--- config.mk ---
export PLATFORM = sky130hd
export DESIGN_NAME = token_ring_mac_receive_filter_top
export DESIGN_NICKNAME = d
export VERILOG_FILES = /design/src/rtl/core/trmrf_pkg.sv /design/src/rtl/core/trmrf_cfg.sv /design/src/rtl/core/trmrf_filter.sv /design/src/rtl/core/token_ring_mac_receive_filter_top.sv
export SDC_FILE = /design/constraint.sdc
export NUM_CORES = 1
export LEC_CHECK = 0
export BUFFER_PORTS_ARGS = -buffer_cell sky130_fd_sc_hd__buf_2
export CORE_MARGIN = 2
export CORE_UTILIZATION = 36
export CTS_BUF_LIST = sky130_fd_sc_hd__clkbuf_4 sky130_fd_sc_hd__clkbuf_8 sky130_fd_sc_hd__clkbuf_16
export DETAILED_ROUTE_END_ITERATION = 16
export GPL_ROUTABILITY_DRIVEN = 0
export PLACE_DENSITY = 0.58
export SLEW_MARGIN = 20
export SYNTH_ARGS = -nofsm -noshare
export SYNTH_HDL_FRONTEND = slang
export SYNTH_SLANG_ARGS = --single-unit
--- constraint.sdc ---
create_clock -name clk -period 7.15 [get_ports clk]
set_input_delay 1.0725 -clock clk [delete_from_list [all_inputs] [get_ports clk]]
set_output_delay 1.0725 -clock clk [all_outputs]
set_load 0.005 [all_outputs]
--- src/rtl/core/trmrf_pkg.sv ---
package trmrf_pkg;

  localparam logic [7:0] TOKEN_MARK     = 8'hFF;
  localparam logic [3:0] BROADCAST_ADDR = 4'hF;
  localparam logic [1:0] STATUS_ACK     = 2'h3;
  localparam logic [1:0] STATUS_READ    = 2'h2;

  localparam logic [1:0] ROUTE_TOKEN    = 2'd0;
  localparam logic [1:0] ROUTE_DATABACK = 2'd1;
  localparam logic [1:0] ROUTE_PHY      = 2'd2;

  localparam logic [1:0] REG_OWN_ADDRESS    = 2'd0;
  localparam logic [1:0] REG_CHAT_CONNECTED = 2'd1;
  localparam logic [1:0] REG_CHAT_SAP       = 2'd2;
  localparam logic [1:0] REG_TIME_SAP       = 2'd3;

  localparam logic [8:0] HEADER_LEN = 9'd3;

  typedef struct packed {
    logic [3:0] own_address;
    logic       chat_connected;
    logic [2:0] chat_sap;
    logic [2:0] time_sap;
  } cfg_t;

  typedef struct packed {
    logic       relay_valid;
    logic [1:0] relay_route;
    logic [7:0] relay_byte;
    logic       relay_last;
    logic       ind_valid;
    logic [7:0] ind_byte;
    logic       ind_done;
    logic       ind_accept;
    logic       ind_to_chat;
    logic [3:0] src_address;
    logic [2:0] src_sapi;
  } result_t;

endpackage

--- src/rtl/core/trmrf_cfg.sv ---
module trmrf_cfg (
  input  logic              clk,
  input  logic              rst,
  input  logic              psel,
  input  logic              penable,
  input  logic              pwrite,
  input  logic [3:0]        paddr,
  input  logic [31:0]       pwdata,
  output logic [31:0]       prdata,
  output logic              pready,
  output trmrf_pkg::cfg_t   cfg
);

  logic       wr_en;
  logic [1:0] reg_sel;

  assign pready  = 1'b1;
  assign wr_en   = psel & penable & pwrite & pready;
  assign reg_sel = paddr[3:2];

  always_ff @(posedge clk) begin
    if (rst) begin
      cfg.own_address    <= 4'd0;
      cfg.chat_connected <= 1'b0;
      cfg.chat_sap       <= 3'd1;
      cfg.time_sap       <= 3'd3;
    end else if (wr_en) begin
      unique case (reg_sel)
        trmrf_pkg::REG_OWN_ADDRESS:    cfg.own_address    <= pwdata[3:0];
        trmrf_pkg::REG_CHAT_CONNECTED: cfg.chat_connected <= pwdata[0];
        trmrf_pkg::REG_CHAT_SAP:       cfg.chat_sap       <= pwdata[2:0];
        trmrf_pkg::REG_TIME_SAP:       cfg.time_sap       <= pwdata[2:0];
      endcase
    end
  end

  always_comb begin
    unique case (reg_sel)
      trmrf_pkg::REG_OWN_ADDRESS:    prdata = {28'd0, cfg.own_address};
      trmrf_pkg::REG_CHAT_CONNECTED: prdata = {31'd0, cfg.chat_connected};
      trmrf_pkg::REG_CHAT_SAP:       prdata = {29'd0, cfg.chat_sap};
      trmrf_pkg::REG_TIME_SAP:       prdata = {29'd0, cfg.time_sap};
    endcase
  end

endmodule

--- src/rtl/core/trmrf_filter.sv ---
module trmrf_filter #(
  parameter int TOKEN_LEN = 17
) (
  input  logic                clk,
  input  logic                rst,
  input  logic                advance,
  input  logic [7:0]          rx_byte,
  input  logic                frame_start,
  input  trmrf_pkg::cfg_t     cfg,
  output trmrf_pkg::result_t  result
);

  localparam logic [8:0] TOKEN_LAST = 9'(TOKEN_LEN - 1);

  logic       frame_active, frame_active_next;
  logic       is_token, is_token_next;
  logic [8:0] byte_index, byte_index_next;
  logic [7:0] payload_length, payload_length_next;
  logic [7:0] byte_sum, byte_sum_next;
  logic [3:0] source_addr_reg, source_addr_next;
  logic [3:0] dest_addr_reg, dest_addr_next;
  logic [2:0] source_sapi_reg, source_sapi_next;
  logic [2:0] dest_sapi_reg, dest_sapi_next;

  // view of the state with a frame start applied
  logic       act;
  logic       tok;
  logic [8:0] idx;
  logic [7:0] plen;
  logic [7:0] sum;
  logic [3:0] src;
  logic [2:0] src_sapi;
  logic [3:0] dst;
  logic [2:0] dst_sapi;
  logic       upper;
  logic       match;
  logic [1:0] route;
  logic       to_chat;

  always_comb begin
    act      = frame_start | frame_active;
    tok      = frame_start ? (rx_byte == trmrf_pkg::TOKEN_MARK) : is_token;
    idx      = frame_start ? 9'd0 : byte_index;
    plen     = frame_start ? 8'd0 : payload_length;
    sum      = frame_start ? 8'd0 : byte_sum;
    dst      = frame_start ? 4'd0 : dest_addr_reg;
    dst_sapi = frame_start ? 3'd0 : dest_sapi_reg;
    if (frame_start) begin
      src      = tok ? 4'd0 : rx_byte[6:3];
      src_sapi = tok ? 3'd0 : rx_byte[2:0];
    end else begin
      src      = source_addr_reg;
      src_sapi = source_sapi_reg;
    end
    upper   = ((dst == cfg.own_address) || (dst == trmrf_pkg::BROADCAST_ADDR)) &&
              (((dst_sapi == cfg.chat_sap) && cfg.chat_connected) ||
               (dst_sapi == cfg.time_sap));
    match   = (sum[5:0] == rx_byte[7:2]);
    route   = (src == cfg.own_address) ? trmrf_pkg::ROUTE_DATABACK : trmrf_pkg::ROUTE_PHY;
    to_chat = (dst_sapi == cfg.chat_sap);
  end

  always_comb begin
    frame_active_next   = act;
    is_token_next       = tok;
    byte_index_next     = idx;
    payload_length_next = plen;
    byte_sum_next       = sum;
    source_addr_next    = src;
    source_sapi_next    = src_sapi;
    dest_addr_next      = dst;
    dest_sapi_next      = dst_sapi;
    result              = '0;
    if (!act) begin
      frame_active_next   = frame_active;
      is_token_next       = is_token;
      byte_index_next     = byte_index;
      payload_length_next = payload_length;
      byte_sum_next       = byte_sum;
      source_addr_next    = source_addr_reg;
      source_sapi_next    = source_sapi_reg;
      dest_addr_next      = dest_addr_reg;
      dest_sapi_next      = dest_sapi_reg;
    end else if (tok) begin
      result.relay_valid = 1'b1;
      result.relay_route = trmrf_pkg::ROUTE_TOKEN;
      result.relay_byte  = rx_byte;
      if (idx >= TOKEN_LAST) begin
        result.relay_last = 1'b1;
        frame_active_next = 1'b0;
      end else begin
        byte_index_next = idx + 9'd1;
      end
    end else begin
      result.relay_valid = 1'b1;
      result.relay_route = route;
      result.src_address = src;
      result.src_sapi    = src_sapi;
      if (idx < trmrf_pkg::HEADER_LEN) begin
        if (idx == 9'd1) begin
          dest_addr_next = rx_byte[6:3];
          dest_sapi_next = rx_byte[2:0];
        end else if (idx == 9'd2) begin
          payload_length_next = rx_byte;
        end
        byte_sum_next     = sum + rx_byte;
        result.relay_byte = rx_byte;
        byte_index_next   = idx + 9'd1;
      end else if (idx < trmrf_pkg::HEADER_LEN + {1'b0, plen}) begin
        byte_sum_next     = sum + rx_byte;
        result.relay_byte = rx_byte;
        if (upper) begin
          result.ind_valid   = 1'b1;
          result.ind_byte    = rx_byte;
          result.ind_to_chat = to_chat;
        end
        byte_index_next = idx + 9'd1;
      end else begin
        // status byte: read/ack bits
        result.relay_byte = rx_byte;
        if (route == trmrf_pkg::ROUTE_DATABACK) begin
          result.relay_byte[1:0] = rx_byte[1:0] |
            ((match && dst == cfg.own_address) ? trmrf_pkg::STATUS_ACK
                                               : trmrf_pkg::STATUS_READ);
        end else if (dst != trmrf_pkg::BROADCAST_ADDR) begin
          result.relay_byte[1:0] = rx_byte[1:0] |
            (match ? trmrf_pkg::STATUS_ACK : trmrf_pkg::STATUS_READ);
        end
        result.relay_last = 1'b1;
        if (upper) begin
          result.ind_done    = 1'b1;
          result.ind_accept  = match;
          result.ind_to_chat = to_chat;
        end
        frame_active_next = 1'b0;
      end
    end
  end

  always_ff @(posedge clk) begin
    if (rst) begin
      frame_active    <= 1'b0;
      is_token        <= 1'b0;
      byte_index      <= 9'd0;
      payload_length  <= 8'd0;
      byte_sum        <= 8'd0;
      source_addr_reg <= 4'd0;
      source_sapi_reg <= 3'd0;
      dest_addr_reg   <= 4'd0;
      dest_sapi_reg   <= 3'd0;
    end else if (advance) begin
      frame_active    <= frame_active_next;
      is_token        <= is_token_next;
      byte_index      <= byte_index_next;
      payload_length  <= payload_length_next;
      byte_sum        <= byte_sum_next;
      source_addr_reg <= source_addr_next;
      source_sapi_reg <= source_sapi_next;
      dest_addr_reg   <= dest_addr_next;
      dest_sapi_reg   <= dest_sapi_next;
    end
  end

endmodule

--- src/rtl/core/token_ring_mac_receive_filter_top.sv ---
// token ring receive filter
// s_axis carries one received frame byte per request: tdata is the byte,
// tuser is set on the first byte of a frame. every accepted byte gives
// exactly one result request on m_axis, also for idle bytes (all zero).
// the result carries the relayed byte with its route in tuser and the
// frame end in tlast, plus the upward payload stream and the verdict.
// a result becomes valid after its byte is accepted: the byte sits in the
// input register, and the filter logic loads the result register.
// throughput is one byte per cycle while m_axis takes its results; the 8-bit
// sum and 6-bit compare are combinational between the two registers.
// a stalled m_axis keeps its result; the input register still takes one
// more byte, then s_axis_tready drops until the result is taken.
// the apb port holds own address, chat enable, chat and time sapi. the user
// must write it only while no byte is in flight; the block does not enforce it.
// synchronous reset empties both registers, clears the frame state and
// sets the registers to their defaults.
module token_ring_mac_receive_filter_top #(
  parameter int TOKEN_LEN = 17
) (
  input  logic        clk,
  input  logic        rst,
  input  logic        s_axis_tvalid,
  output logic        s_axis_tready,
  input  logic [7:0]  s_axis_tdata,   // rx_byte
  input  logic        s_axis_tuser,   // frame_start
  output logic        m_axis_tvalid,
  input  logic        m_axis_tready,
  // relay_valid, relay_byte, ind_valid, ind_byte, ind_done, ind_accept,
  // ind_to_chat, src_address, src_sapi, zero fill
  output logic [31:0] m_axis_tdata,
  output logic [1:0]  m_axis_tuser,   // relay_route
  output logic        m_axis_tlast,   // relay_last
  input  logic        psel,
  input  logic        penable,
  input  logic        pwrite,
  input  logic [3:0]  paddr,
  input  logic [31:0] pwdata,
  output logic [31:0] prdata,
  output logic        pready
);

  trmrf_pkg::cfg_t    cfg;
  trmrf_pkg::result_t result;
  trmrf_pkg::result_t out_reg;

  logic       in_valid;
  logic [7:0] in_byte;
  logic       in_start;
  logic       out_valid;
  logic       advance;

  assign advance       = in_valid & (~out_valid | m_axis_tready);
  assign s_axis_tready = ~in_valid | advance;

  always_ff @(posedge clk) begin
    if (rst) begin
      in_valid <= 1'b0;
    end else if (s_axis_tready) begin
      in_valid <= s_axis_tvalid;
    end
  end

  always_ff @(posedge clk) begin
    if (s_axis_tready && s_axis_tvalid) begin
      in_byte  <= s_axis_tdata;
      in_start <= s_axis_tuser;
    end
  end

  always_ff @(posedge clk) begin
    if (rst) begin
      out_valid <= 1'b0;
    end else if (advance) begin
      out_valid <= 1'b1;
    end else if (m_axis_tready) begin
      out_valid <= 1'b0;
    end
  end

  always_ff @(posedge clk) begin
    if (advance) begin
      out_reg <= result;
    end
  end

  trmrf_cfg u_cfg (
    .clk     (clk),
    .rst     (rst),
    .psel    (psel),
    .penable (penable),
    .pwrite  (pwrite),
    .paddr   (paddr),
    .pwdata  (pwdata),
    .prdata  (prdata),
    .pready  (pready),
    .cfg     (cfg)
  );

  trmrf_filter #(
    .TOKEN_LEN (TOKEN_LEN)
  ) u_filter (
    .clk         (clk),
    .rst         (rst),
    .advance     (advance),
    .rx_byte     (in_byte),
    .frame_start (in_start),
    .cfg         (cfg),
    .result      (result)
  );

  assign m_axis_tvalid = out_valid;
  assign m_axis_tuser  = out_reg.relay_route;
  assign m_axis_tlast  = out_reg.relay_last;
  assign m_axis_tdata  = {4'd0,
                          out_reg.src_sapi,
                          out_reg.src_address,
                          out_reg.ind_to_chat,
                          out_reg.ind_accept,
                          out_reg.ind_done,
                          out_reg.ind_byte,
                          out_reg.ind_valid,
                          out_reg.relay_byte,
                          out_reg.relay_valid};

endmodule
# Word-level counts from Yosys, hierarchy flattened

Cells that the tools add are included.

Flip-flop bits (word level): 94
Bits in latches: 0
Bits in writable memories: 0
Bits in read-only memories: 0
Bits of input ports: 52
Output and inout port bits: 70
Word-level logic and storage cells: 131
Memories kept: 0

$add $sub $neg: 3
Multiply operators: 0
Divide/modulo/power cells: 0
Order comparisons: 3
Equal/unequal tests: 14
Shift-type cells: 0
Muxes and demuxes: 51
Bitwise gates (word level): 13
Reductions and logical operators: 19

Operators by type and width:

| kind                | number |
|---|---|
| $pmux 32 s4         | 1 |
| $mux 8              | 9 |
| $mux 9              | 7 |
| $mux 3              | 8 |
| $mux 4              | 6 |
| $mux 1              | 13 |
| $mux 13             | 1 |
| $mux 2              | 6 |
| $reduce_and 2->1    | 5 |
| $reduce_or 5->1     | 2 |
| $add 2x8->9 const A | 1 |
| $add 9x1->9 const B | 1 |
| $eq 9x1->1 const B  | 1 |
| $eq 9x2->1 const B  | 1 |
| $ge 9x5->1 const B  | 1 |
| $lt 9x2->1 const B  | 1 |
| $lt 9x9->1          | 1 |
| $add 8x8->8         | 1 |
| $eq 4x4->1          | 2 |
| $eq 8x8->1 const B  | 1 |
| $reduce_or 4->1     | 2 |
| $eq 3x3->1          | 2 |
| $eq 6x6->1          | 1 |
| $not 1->1           | 5 |
| other kinds (13)    | 24 |

# Logic depth before layout (Yosys ltp)

Word-level depth: 11
Depth in mapped cells: 17
Depth with buffers taken out: 12

# By module

Synthesis repeated with hierarchy kept, for this count alone.

Cell total of the unflattened synthesis: 562
Area total of the unflattened synthesis: 5460.2 um2

Modules (own cells, without submodules):

| module                            | times used | cells an instance | area an instance (um2) | seq. area each (um2) |
|---|---|---|---|---|
| trmrf_filter                      | 1          | 421               | 3314.4                 | 780.7 |
| token_ring_mac_receive_filter_top | 1          | 55                | 1338.8                 | 1241.2 |
| trmrf_cfg                         | 1          | 86                | 807.0                  | 220.2 |

# Worst setup path before layout

OpenSTA, ideal clock, no wires.

Path kind: reg-to-reg
From: register in_start
To: register u_filter.byte_index[5]
Setup time: 121 ps
Arrival time: 3756 ps
Required time: 7029 ps
Setup slack: 3273 ps
Stages on the path, launching flop included: 18
Path buffers: 5
Clock period less this slack: 3877 ps
Cell sequence: edfxtp_1 > buf_4 > buf_2 > buf_4 > clkbuf_1 > clkbuf_1 > nand2b_1 > ha_1 > nor2_1 > and3_1 > xnor2_1 > ha_1 > a211oi_1 > o21bai_1 > a211oi_2 > o211ai_2 > nor3_1 > mux2_2

Cells in the longest elaborated chain, start to end: 6
Elaborated cells between the ends (all ways): 14
Those cells by class: 2 x add/sub; 3 x order compare; 7 x mux; 1 x bitwise; 1 x reduce/logical

Ends and longest elaborated chain:

| element                  | line                                    | text |
|---|---|---|
| start: declaration       | token_ring_mac_receive_filter_top.sv:48 | `logic in_start;` |
| start signal: assignment | token_ring_mac_receive_filter_top.sv:66 | `in_start <= s_axis_tuser;` |
| $mux 8                   | trmrf_filter.sv:44                      | `plen = frame_start ? 8'd0 : payload_length;` |
| $add 2x8->9              | trmrf_filter.sv:109                     | `end else if (idx < trmrf_pkg::HEADER_LEN + {1'b0, plen}) begin` |
| $lt 9x9->1               | trmrf_filter.sv:109                     |  |
| $mux 9                   | trmrf_filter.sv:109                     |  |
| $mux 9                   | trmrf_filter.sv:99                      | `if (idx < trmrf_pkg::HEADER_LEN) begin` |
| $mux 9                   | trmrf_filter.sv:84                      | `end else if (tok) begin` |
| end signal: assignment   | trmrf_filter.sv:154                     | `byte_index <= byte_index_next;` |
| end: declaration         | trmrf_filter.sv:17                      | `logic [8:0] byte_index, byte_index_next;` |

Several ways; a longest one is shown, not always the timed one.
A chain may end at the register's enable or synchronous reset.

# Worst setup path after layout

From: register in_start
To: register out_reg (netlist bit m_axis_tdata[11]) (data pin)

Cells in the longest elaborated chain, start to end: 7
Elaborated cells between the ends (all ways): 21
Those cells by class: 1 x add/sub; 2 x order compare; 4 x eq/ne; 5 x mux; 4 x bitwise; 5 x reduce/logical

Ends and longest elaborated chain:

| element                                                             | line                                    | text |
|---|---|---|
| parallel branches: the longest is 6 deep, another holds $add 2x8->9 | n/a                                     |  |
| $reduce_or 5->1 (no source line) *                                  | n/a                                     |  |
| end signal: assignment                                              | token_ring_mac_receive_filter_top.sv:82 | `out_reg <= result;` |
| end: declaration                                                    | token_ring_mac_receive_filter_top.sv:44 | `trmrf_pkg::result_t out_reg;` |

Mark *: on every way between the ends.

==> flow_summary.yaml <==
layout:
  fill_cells: 1371
  layout-drive-gt1-share_pct: 15.90
  utilization_pct: 41.44
  antenna_cells: 0
  finalNetCount: 650
  largest_reg_flops: 28
  final_cell_mix: "nor2_1, buf_2, dfxtp_1, edfxtp_1, conb_1"
  layout_commonest_cell: "nor2_1"
  area_growth_pct: 11.58
timing:
  fin_tns_setup_ns: 0
  timing.final.crit_share_pct: 51.64
  hold_violations: 0
  tightest_slew_ns: 0.9057
  relSlewSlack_pct: 39.62
  rsz0062_at_grt: "false"
  final_max_slew_viol_count: 0
  fmax_mhz: 270.8
  setup_viol: 0
  finalCriticalPeriod_ns: 3.692
  hold_ws_ns: 0.4740
  fin_skew_ns: 0.01146
critical_path:
  cp-start-kind: "flip-flop"
  cpPeakStageDelay_ns: 0.71
  critPathTopFamily: "simple AND/OR/NAND/NOR gates"
  crit_slowest_cell: "nor4bb_2"
  worstSetupEndpointType: "flip-flop"
  critPathMaxFanout: 14
  cpMostUsedCell: "ha_1"
  worstPathArrival_ns: 3.91
  cp.buffers_inverters: 1
  cp.required_ns: 7.37
  path_cells: "nand2b_1 > ha_1 > nor2_1 > and3_1 > xnor2_1 > ha_1 > a211oi_1 > o21bai_1 > a211oi_2 > buf_4 > nor4bb_2 > and2_2"
  worstSetupPathType: "flip-flop to flip-flop"
drt:
  via_count: 4029
  firstDrtPassIters: 5
  ant_nets: 0
  drc: 0
  first_iter_violations: 249
  routed_wl_um: 11760
  via_per_inst: 5.267
  wire_per_inst_um: 15.37
global_routing:
  antenna_found_initial: 0
  grt_pass1_wl_um: 18890
  track_usage_pct: 15.82
  overflow: 0
  grt_pass1_vias: 3682
  grt_max_degree: 54
pwr:
  power.density_mw_per_mm2: 207.7
  power_w: 0.001204
  leakage_nw: 2.216
  swShare_pct: 23.88
  clockPowerShare_pct: 43.6
  p_comb_share_pct: 7.7
  p_int_w: 0.0009165
  peakVddDrop_uv: 142.2
  power_frac_seq_pct: 48.6
  p_switching_w: 0.0002876
worst_hold_path:
  hp-class: "flip-flop to flip-flop"
placement:
  hpwl_um: 8333
  portBuffers: 58
yosys:
  synth_edf_count: 40
  syn_inst: 539
  yosys.area.top_type: "edfxtp_1"
  ys_ff_latch: 92
  postSynthAreaPerCell_um2: 9.638
  yosys_warnings: 0
  async_flop_share_pct: 0
  yosysSeqAreaShare_pct: 43.16
  synthFlopType: "dfxtp_1"
  synth_area_mm2: 0.005195
  synth_area_leaders: "edfxtp_1, dfxtp_1, buf_4"
  netlist.area_leader.share_pct: 23.12
  yosysUniqueCellTypes: 67
clock_tree:
  cts.clk_slew.worst_paths_ns: 0.07
  cts_buffers: 9
  clk_latency_ns: 0.34
  cts_sinks: 92
  htree_levels: 3
  cts_resized: 0
  cts_hold_buf: 0
  clock-root-buffer: "clkbuf_16"
  cts_tree: "done"
  cts_setup_buffers: 0
  clock_path_buffers: 2
floorplan:
  coreArea_mm2: 0.01399
  chipWidth_um: 124.1
  die_h_um: 124.1
  num_io_pins: 122
  num_rows: 43
  start_util_pct: 37.14
  fp.dieArea_mm2: 0.01541
run_status:
  outcome: "finished clean"
flow_run:
  drv_cap: 0
==> metal layers <==
| metal | part of all wire (%) | global-route usage (%) | vias to the layer above |
|---|---|---|---|
| li1 | - | - | 1951 |
| met1 | 50 | 22.22 | 1927 |
| met2 | 44 | 24.86 | 140 |
| met3 | 5.1 | 2.839 | 11 |
| met4 | 1.0 | 4.635 | 0 |
| met5 | 0 | 0 | - |
==> layout make-up <==
| class | count | area (um^2) | area share, % |
|---|---|---|---|
| inverters | 14 | 52.55 | 0.9065 |
| flip-flops and latches | 92 | 2242 | 38.68 |
| clock inverters | 6 | 96.34 | 1.662 |
| repair buffers | 62 | 320.3 | 5.526 |
| well taps | 180 | 225.2 | 3.885 |
| clock buffers | 10 | 232.7 | 4.015 |
| multi-input cells | 401 | 2628 | 45.33 |
==> metrics by stage <==
| stage | setup WS (ns) | cells | instance area [um^2] |
|---|---|---|---|
| 5_1_grt | 3.049 | 765 | 5797 |
| 6_report | 3.458 | 765 | 5797 |
| 3_3_place_gp | 3.207 | 749 | 5461 |
| 3_5_place_dp | 3.444 | 749 | 5468 |
| 4_1_cts | 3.419 | 765 | 5797 |
| 2_1_floorplan | 3.273 | 570 | 5311 |
==> kinds of logic (layout without fill, tap and decap cells) <==
kind of cell | after synthesis | after routing | share of synthesized area [%]
adder cells (fa/ha/maj) | 18 | 18 | 4.480
multiplexers | 14 | 14 | 2.987
flip-flops | 92 | 92 | 43.16
buffers and inverters | 77 | 92 | 8.622
AND/OR/NAND/NOR | 208 | 208 | 21.72
AO/OA/AOI/OAI | 104 | 104 | 14.84
XOR/XNOR | 24 | 24 | 4.046
other | 2 | 33 | 0.1446
==> cell usage after synthesis, drive strengths merged, types with 15 or more instances <==
library cell	number
nor2b	26
and2	16
a21oi	22
buf	46
nand2	21
nor2	62
a22o	15
clkbuf	17
ha	17
nand2b	21
edfxtp	40
xnor2	20
dfxtp	52
==> path summary, 6_finish.rpt <==
kind / slack [ns] / depth (start not counted) / start / endpoint
max: 3.46 / 12 / in_start$_DFFE_PP_ / m_axis_tdata[11]$_SDFFCE_PP0P_
min: 0.47 / 2 / u_filter.frame_active$_SDFFE_PP0P_ / u_filter.frame_active$_SDFFE_PP0P_
max reg2reg: 3.46 / 12 / in_start$_DFFE_PP_ / m_axis_tdata[11]$_SDFFCE_PP0P_
min reg2reg: 0.47 / 2 / u_filter.frame_active$_SDFFE_PP0P_ / u_filter.frame_active$_SDFFE_PP0P_
==> worst min-delay path: cells and delay by family, from the launching register on <==
kind            cells  cell delay [ns]
flops               1             0.31
simple gates        1             0.06
compound gates      1             0.06
==> power groups by stage <==
stage                     clock network, W  logic (W)  registers (W)
after floorplan                          0  0.0000829       0.000587
after global routing              0.000552   0.000105       0.000588
after global placement                   0  0.0000912       0.000597
after CTS                         0.000535  0.0000933       0.000586
after detailed placement                 0  0.0000931       0.000597
final                             0.000525  0.0000932       0.000586
No activity file was read; power rests on OpenSTA's default activity.
